### config.mk
export PLATFORM = sky130hd
export DESIGN_NAME = mdc_step_unit
export DESIGN_NICKNAME = d
export VERILOG_FILES = /design/src/hw/rtl/mdc_pkg.sv /design/src/hw/rtl/mdc_step_unit.sv
export SDC_FILE = /design/constraint.sdc
export NUM_CORES = 1
export LEC_CHECK = 0
export BUFFER_PORTS_ARGS = -buffer_cell sky130_fd_sc_hd__buf_2
export CAP_MARGIN = 20
export CORE_MARGIN = 2
export CORE_UTILIZATION = 44
export DETAILED_ROUTE_END_ITERATION = 10
export GPL_ROUTABILITY_DRIVEN = 0
export PLACE_DENSITY = 0.82
export SYNTH_ARGS = -nofsm -noshare
export SYNTH_HDL_FRONTEND = slang
export SYNTH_SLANG_ARGS = --single-unit
### constraint.sdc
create_clock -name vclk -period 3.08
set_input_delay 0.308 -clock vclk [all_inputs]
set_output_delay 0.308 -clock vclk [all_outputs]
set_load 0.01 [all_outputs]
### src/hw/rtl/mdc_pkg.sv
// Shared types, codes and constants of the depth-first maze carver.
package mdc_pkg;

  // Field widths fixed by the stream and configuration formats.
  localparam int unsigned CFG_W        = 6;
  localparam int unsigned CFG_IDX_W    = 1;
  localparam int unsigned COORD_W      = 6;
  localparam int unsigned IN_COORD_W   = 5;
  localparam int unsigned CELL_W       = 5;
  localparam int unsigned S_TDATA_W    = 24;
  localparam int unsigned S_TUSER_W    = 2;
  localparam int unsigned M_TDATA_W    = 32;
  localparam int unsigned M_TUSER_W    = 2;

  // Default grid bounds and the register reset value of both dimensions.
  localparam int unsigned DEF_MAX_ROWS = 32;
  localparam int unsigned DEF_MAX_COLS = 32;
  localparam int unsigned CFG_RST_DIM  = 32;

  typedef enum logic [1:0] {
    CMD_START    = 2'd0,
    CMD_CONTINUE = 2'd1,
    CMD_READ     = 2'd2
  } cmd_e;

  typedef enum logic [1:0] {
    STAT_CARVED   = 2'd0,
    STAT_FINISHED = 2'd1,
    STAT_READ     = 2'd2,
    STAT_ERROR    = 2'd3
  } status_e;

  typedef enum logic [1:0] {
    DIR_UP    = 2'd0,
    DIR_RIGHT = 2'd1,
    DIR_DOWN  = 2'd2,
    DIR_LEFT  = 2'd3
  } dir_e;

  typedef enum logic [CFG_IDX_W-1:0] {
    CFG_ACTIVE_ROWS = 1'b0,
    CFG_ACTIVE_COLS = 1'b1
  } cfg_reg_e;

  typedef enum logic [2:0] {
    ST_CLEAR,
    ST_IDLE,
    ST_TRY,
    ST_CHECK,
    ST_CARVE,
    ST_POP,
    ST_READ,
    ST_EMIT
  } state_e;

  // Four direction codes, slot 0 in the lowest bits.
  typedef logic [3:0][1:0] dir_order_t;

  localparam dir_order_t DIR_INIT = {2'd3, 2'd2, 2'd1, 2'd0};

  // Cell word: bits 0..3 are the walls in direction order, bit 4 is visited.
  localparam logic [CELL_W-1:0] CELL_RESET   = 5'b01111;
  localparam logic [CELL_W-1:0] CELL_START   = 5'b11111;
  localparam logic [CELL_W-1:0] CELL_VISITED = 5'b10000;
  localparam int unsigned       CELL_VIS_BIT = 4;

  // One stack frame: the cell, its shuffled direction order and the next slot.
  typedef struct packed {
    logic [COORD_W-1:0] row;
    logic [COORD_W-1:0] col;
    dir_order_t         order;
    logic [2:0]         next;
  } frame_t;

  typedef struct packed {
    status_e                 status;
    logic [IN_COORD_W-1:0]   from_row;
    logic [IN_COORD_W-1:0]   from_col;
    logic [IN_COORD_W-1:0]   to_row;
    logic [IN_COORD_W-1:0]   to_col;
    dir_e                    direction;
    logic [3:0]              walls;
    logic                    visited;
  } result_t;

  localparam result_t RES_ERROR = '{
    status:    STAT_ERROR,
    from_row:  '0,
    from_col:  '0,
    to_row:    '0,
    to_col:    '0,
    direction: DIR_UP,
    walls:     '0,
    visited:   1'b0
  };

  // Swaps slot i with the slot named by draw i, for i = 0..3 in turn.
  function automatic dir_order_t shuffle_dirs(input dir_order_t draws);
    dir_order_t o;
    logic [1:0] t;
    o = DIR_INIT;
    for (int i = 0; i < 4; i++) begin
      t = o[i];
      o[i] = o[draws[i]];
      o[draws[i]] = t;
    end
    return o;
  endfunction

endpackage

### src/hw/rtl/mdc_step_unit.sv
// Shared neighbour unit: steps a cell one way, checks the active grid, forms the address.
module mdc_step_unit import mdc_pkg::*; #(
  parameter int unsigned MAX_COLS = DEF_MAX_COLS,
  parameter int unsigned AW       = 10
) (
  input  logic [COORD_W-1:0] row_i,
  input  logic [COORD_W-1:0] col_i,
  input  logic               move_i,
  input  dir_e               dir_i,
  input  logic [CFG_W-1:0]   rows_i,
  input  logic [CFG_W-1:0]   cols_i,
  output logic [COORD_W-1:0] nbr_row_o,
  output logic [COORD_W-1:0] nbr_col_o,
  output logic               ok_o,
  output logic [AW-1:0]      addr_o
);

  logic at_edge;

  // Step one cell when asked; otherwise the cell itself is checked.
  always_comb begin
    nbr_row_o = row_i;
    nbr_col_o = col_i;
    at_edge   = 1'b0;
    if (move_i) begin
      unique case (dir_i)
        DIR_UP: begin
          at_edge   = (row_i == '0);
          nbr_row_o = row_i - COORD_W'(1);
        end
        DIR_RIGHT: nbr_col_o = col_i + COORD_W'(1);
        DIR_DOWN:  nbr_row_o = row_i + COORD_W'(1);
        DIR_LEFT: begin
          at_edge   = (col_i == '0);
          nbr_col_o = col_i - COORD_W'(1);
        end
      endcase
    end
  end

  // The cell must lie inside the active part of the grid.
  assign ok_o   = !at_edge && (nbr_row_o < rows_i) && (nbr_col_o < cols_i);
  assign addr_o = AW'(nbr_row_o) * AW'(MAX_COLS) + AW'(nbr_col_o);

endmodule

# [Word-level counts from Yosys, hierarchy flattened]
# Index checks and enable logic that the tools add are counted.
[totals] regBits=0 output_inout_bits=23 word_cells=22
[classes] n_lt_le_gt_ge=2 addsub=5 n_mux=6 n_reduce_logical=6 n_eq_ne=3
[ops] operator="6-bit one-hot mux with 2 select lines" count=2
[ops] operator="6-bit by 1-bit adder with 6-bit output, second input constant" count=2
[ops] operator="6-bit zero test" count=2
[ops] operator="6-bit < comparator" count=2
[ops] operator="6-bit two-way mux" count=2
[ops] operator="6-bit by 1-bit subtractor with 6-bit output, second input constant" count=2
[ops] operator="10-bit by 6-bit adder with 10-bit output" count=1
[ops] operator="2-bit equality test, second input constant" count=2
[ops] operator="2-bit by 1-bit equality test with 1-bit output, second input constant" count=1
[ops] operator="1-bit logical AND" count=2
[ops] operator="2-bit zero test" count=1
[ops] operator="1-bit one-hot mux with 2 select lines" count=1
[ops] operator="1-bit zero test" count=1
[ops] operator="1-bit two-way mux" count=1

# [Longest topological paths before layout]
[logic_depth] word_depth=6 depth_mapped=14 mapped_depth_nobuf=13

# [Worst setup path before layout]
# No wires, ideal clock.
[synth_timing] kind="input to output" start="in dir_i[0]" end="out ok_o" stages=14 setup_slack_ps=-216 path_buffers=1 t_required_ps=2772 arrival_time_ps=2988 path_cell_list="inv_1 ha_1 buf_4 inv_1 ha_1 nor2b_1 o21a_1 o21a_1 o31ai_4 ha_1 a21o_1 a211oi_1 o21ai_0 nor4_1"
[synth_between] elab_chain_cells=6
[synth_lines] item="start, declared" line_no="mdc_step_unit.sv:9" source="input dir_e dir_i,"
[synth_lines] item="2-bit equality test / 2-bit zero test (equally long branches)" line_no="mdc_step_unit.sv:26" source="unique case (dir_i)"
[synth_lines] item="6-bit one-hot mux with 2 select lines (*)" line_no="mdc_step_unit.sv:26"
[synth_lines] item="6-bit two-way mux (*)" line_no="mdc_step_unit.sv:25" source="if (move_i) begin"
[synth_lines] item="named net nbr_row_o[4]" line_no="mdc_step_unit.sv:12" source="output logic [COORD_W-1:0] nbr_row_o,"
[synth_lines] item="6-bit < comparator (*)" line_no="mdc_step_unit.sv:42" source="assign ok_o = !at_edge && (nbr_row_o < rows_i) && (nbr_col_o < cols_i);"
[synth_lines] item="1-bit logical AND (*) (2 in a row)" line_no="mdc_step_unit.sv:42"
[synth_lines] item="end, declared" line_no="mdc_step_unit.sv:14" source="output logic ok_o,"
# The timed path passes the listed nets; every way through them passes the cells marked *.

# [Worst setup path in the final report]
[layout_timing] start="in dir_i[0]" end="out ok_o"
[layout_between] elab_chain_cells=6
[layout_lines] item="2-bit equality test / 2-bit zero test (equally long branches)" line_no="mdc_step_unit.sv:26"
[layout_lines] item="6-bit one-hot mux with 2 select lines / 1-bit one-hot mux with 2 select lines (equally long branches)" line_no="mdc_step_unit.sv:26"
[layout_lines] item="6-bit two-way mux / 1-bit two-way mux (equally long branches)" line_no="mdc_step_unit.sv:25"
[layout_lines] item="6-bit < comparator / 1-bit zero test (equally long branches)" line_no="mdc_step_unit.sv:42"
[layout_lines] item="1-bit logical AND" line_no="mdc_step_unit.sv:42"
[layout_lines] item="1-bit logical AND (*)" line_no="mdc_step_unit.sv:42"
# Every way passes the cells marked *; elsewhere a longest branch is shown, timed or not.

==> metrics <==
Crit. End Element=primary output; startpoint type of the worst setup path=input pin; count leader, synth=ha_1; Total Power=0.305 mW; final WL=3120 um; Final Hold Viols=0; Distinct cells, synth=42; initial DRC count=34; Worst EP required=2770 ps; Period minus WS final=3120 ps; die area=2680 sq um; die height=51.8 um; status=complete, but fails checks; IR drop worst, VDD=approximately 0.097 mV; Die W=just over 50 um; multiplexer share of the synthesized area=0.0212; final count of negative-setup-slack endpoints=1; xor and xnor area share after synthesis=0.113; area growth from synthesis to final layout=51.9%; Syn Nets=184; DR pass1 iterations=6; Mapped Area=about 1000 sq um; core area=2190 sq um; global-route wire length before repair=~4600 um; Starting Density=0.459; Leak=0.782 nW; gr usage total=0.219; max-cap violations=0; Mapped Cells=roughly 130; IO Port Bufs=50; antenna viol nets, final=0; CP Data Arrival Time=2810 ps; failing checks=negative setup slack; largest cells by area after synthesis=ha_1, inv_1, xnor2_1; Min Hold Slack=951 ps; DPL Wire Length=2370 um; critical-path cell list=buf_6 > inv_4 > ha_4 > inv_4 > buf_4 > ha_1 > nand3_1 > a21boi_2 > nand4_1 > o211a_1 > xnor2_2 > ha_1 > a211oi_2 > o21ai_1 > nor4_2 > buf_2; Via density=5.56; diodes inserted=0; sequential-to-total area share from yosys stat=0; # DRC=0; CLK BUF=0; io pins=50; Final Cycle Share=1.01; synth warn=0; RSZ-0062 raised after global routing=true; initial antenna violation count=0; Synth Area in Compound Gates=0.254; crit path kind=in2out; post-synth top area share=0.274; vias in the first global route=1084; largest net degree at the start of global routing=10; Reg area=0 sq um; worst hold path class=in2out; largest area contributor in the netlist=ha_1; Worst Hold Launch=row_i[5]; top post-synthesis cells by count=ha_1, inv_1, a21oi_1, xnor2_1, nand2_1; Routed WL per cell=13.7 um; Power Dens Cells=200 nW/um^2; largest family of logic cells by synthesized area=adder cells; placed cell area=1380 sq um; Simple-Gate Fraction of Synth Area=0.178; slowest cell delay on critical path=300 ps; crit-path max FO=4; critical path's slowest cell=ha_1; vias after detailed routing=around 1300; Final WS setup=-40.0 ps; post-synthesis adder-cell area fraction=0.294; Pins Over Slew Limit=0; average size of a mapped cell=7.50 sq um; row cnt=17; grt total ovfl=0; layout cell share with drive strength beyond 1=0.503; CP startpoint=dir_i[0]; Final Cell Area=around 1500 sq um; Max-Slew Margin vs Limit=0.648; f_max=~320 MHz; Worst-Margin Slew=525 ps; fin nets=between 200 and 300; Seq Cell Count=0
-- layer usage --
metal | vias up | share of wire | track usage
li1 | 610 | - | -
met1 | 560 | 0.37 | 0.268
met2 | 77 | 0.51 | 0.408
met3 | 14 | 0.084 | 0.00862
met4 | 0 | 0.033 | 0.0658
met5 | - | 0 | 0
-- cell type report --
| cell class | instances | area (sq um) |
|---|---|---|
| fillers | 177 | 664 |
| inverters | 20 | 83.8 |
| multi-input cells | 105 | 971 |
| well taps | 28 | 35.0 |
| repair buffers | 74 | 437 |
-- path summary, 6_finish.rpt --
path	endpoint	cells after the start
setup / recovery	ok_o	16
hold / removal	nbr_row_o[5]	3
-- critical path, delay by kind of cell --
kind                     cells  cell delay (ps)
XOR/XNOR                     1              140
buffers and inverters        5              490
adder cells (fa/ha/maj)      3              710
AO/OA/AOI/OAI                4              740
AND/OR/NAND/NOR              3              400
-- cell families after synthesis --
logic type                 count (synthesis)
AOI/OAI and AO/OA                         35
and+or+nand+nor                           32
buffers and inverters                     29
adders and majority gates                 23
xor gates and xnor gates                  13
muxes                                      2
-- report_power, final --
part / switching (mW) / internal [mW] / leakage [nW]
Sequential: 0 / 0 / 0
Combinational: 0.158 / 0.147 / 0.782
Clock: 0 / 0 / 0
-- what timing repair did --
action | in CTS | in global routing
hold buffers | 0 | 0
hold endpoints to repair | 0 | 0
endpoints found under the setup margin | 1 | 3
buffers inserted | 4 | 3
resized for setup | 6 | 13
pin swaps | 9 | 9
-- through the flow --
stage	instances	setup slack [ps]	utilization	setup TNS, ps
detailed placement	220	-182	0.630	-182
CTS	224	13.8	0.657	0
floorplan	134	10.4	-	0
global route	227	-153	0.697	-238
finish	227	-40.0	0.697	-40.0
global placement	220	-43.8	0.630	-43.8
-- layout by cell type, fill, tap and decap left out, types with 2 or more instances in the layout --
| cell | netlist | final |
|---|---|---|
| buf_2 | 1 | 49 |
| buf_4 | 6 | 24 |
| inv_1 | 20 | 17 |
| ha_1 | 22 | 15 |
| a21oi_1 | 10 | 9 |
| xnor2_1 | 8 | 7 |
| nand2_1 | 7 | 7 |
| nand3_1 | 6 | 6 |
| xor2_1 | 5 | 5 |
| nor2_1 | 5 | 5 |
| ha_4 | 0 | 4 |
| a31oi_1 | 3 | 3 |
| ha_2 | 0 | 3 |
| nor4_2 | 0 | 2 |
| o21ai_0 | 3 | 2 |
| o21ai_1 | 1 | 2 |
| nor2b_1 | 2 | 2 |
| o21a_1 | 2 | 2 |
| nand4_1 | 2 | 2 |
| inv_4 | 0 | 2 |
| a211oi_2 | 0 | 2 |
| o211ai_1 | 2 | 2 |
(Power assumes the default switching activity.)
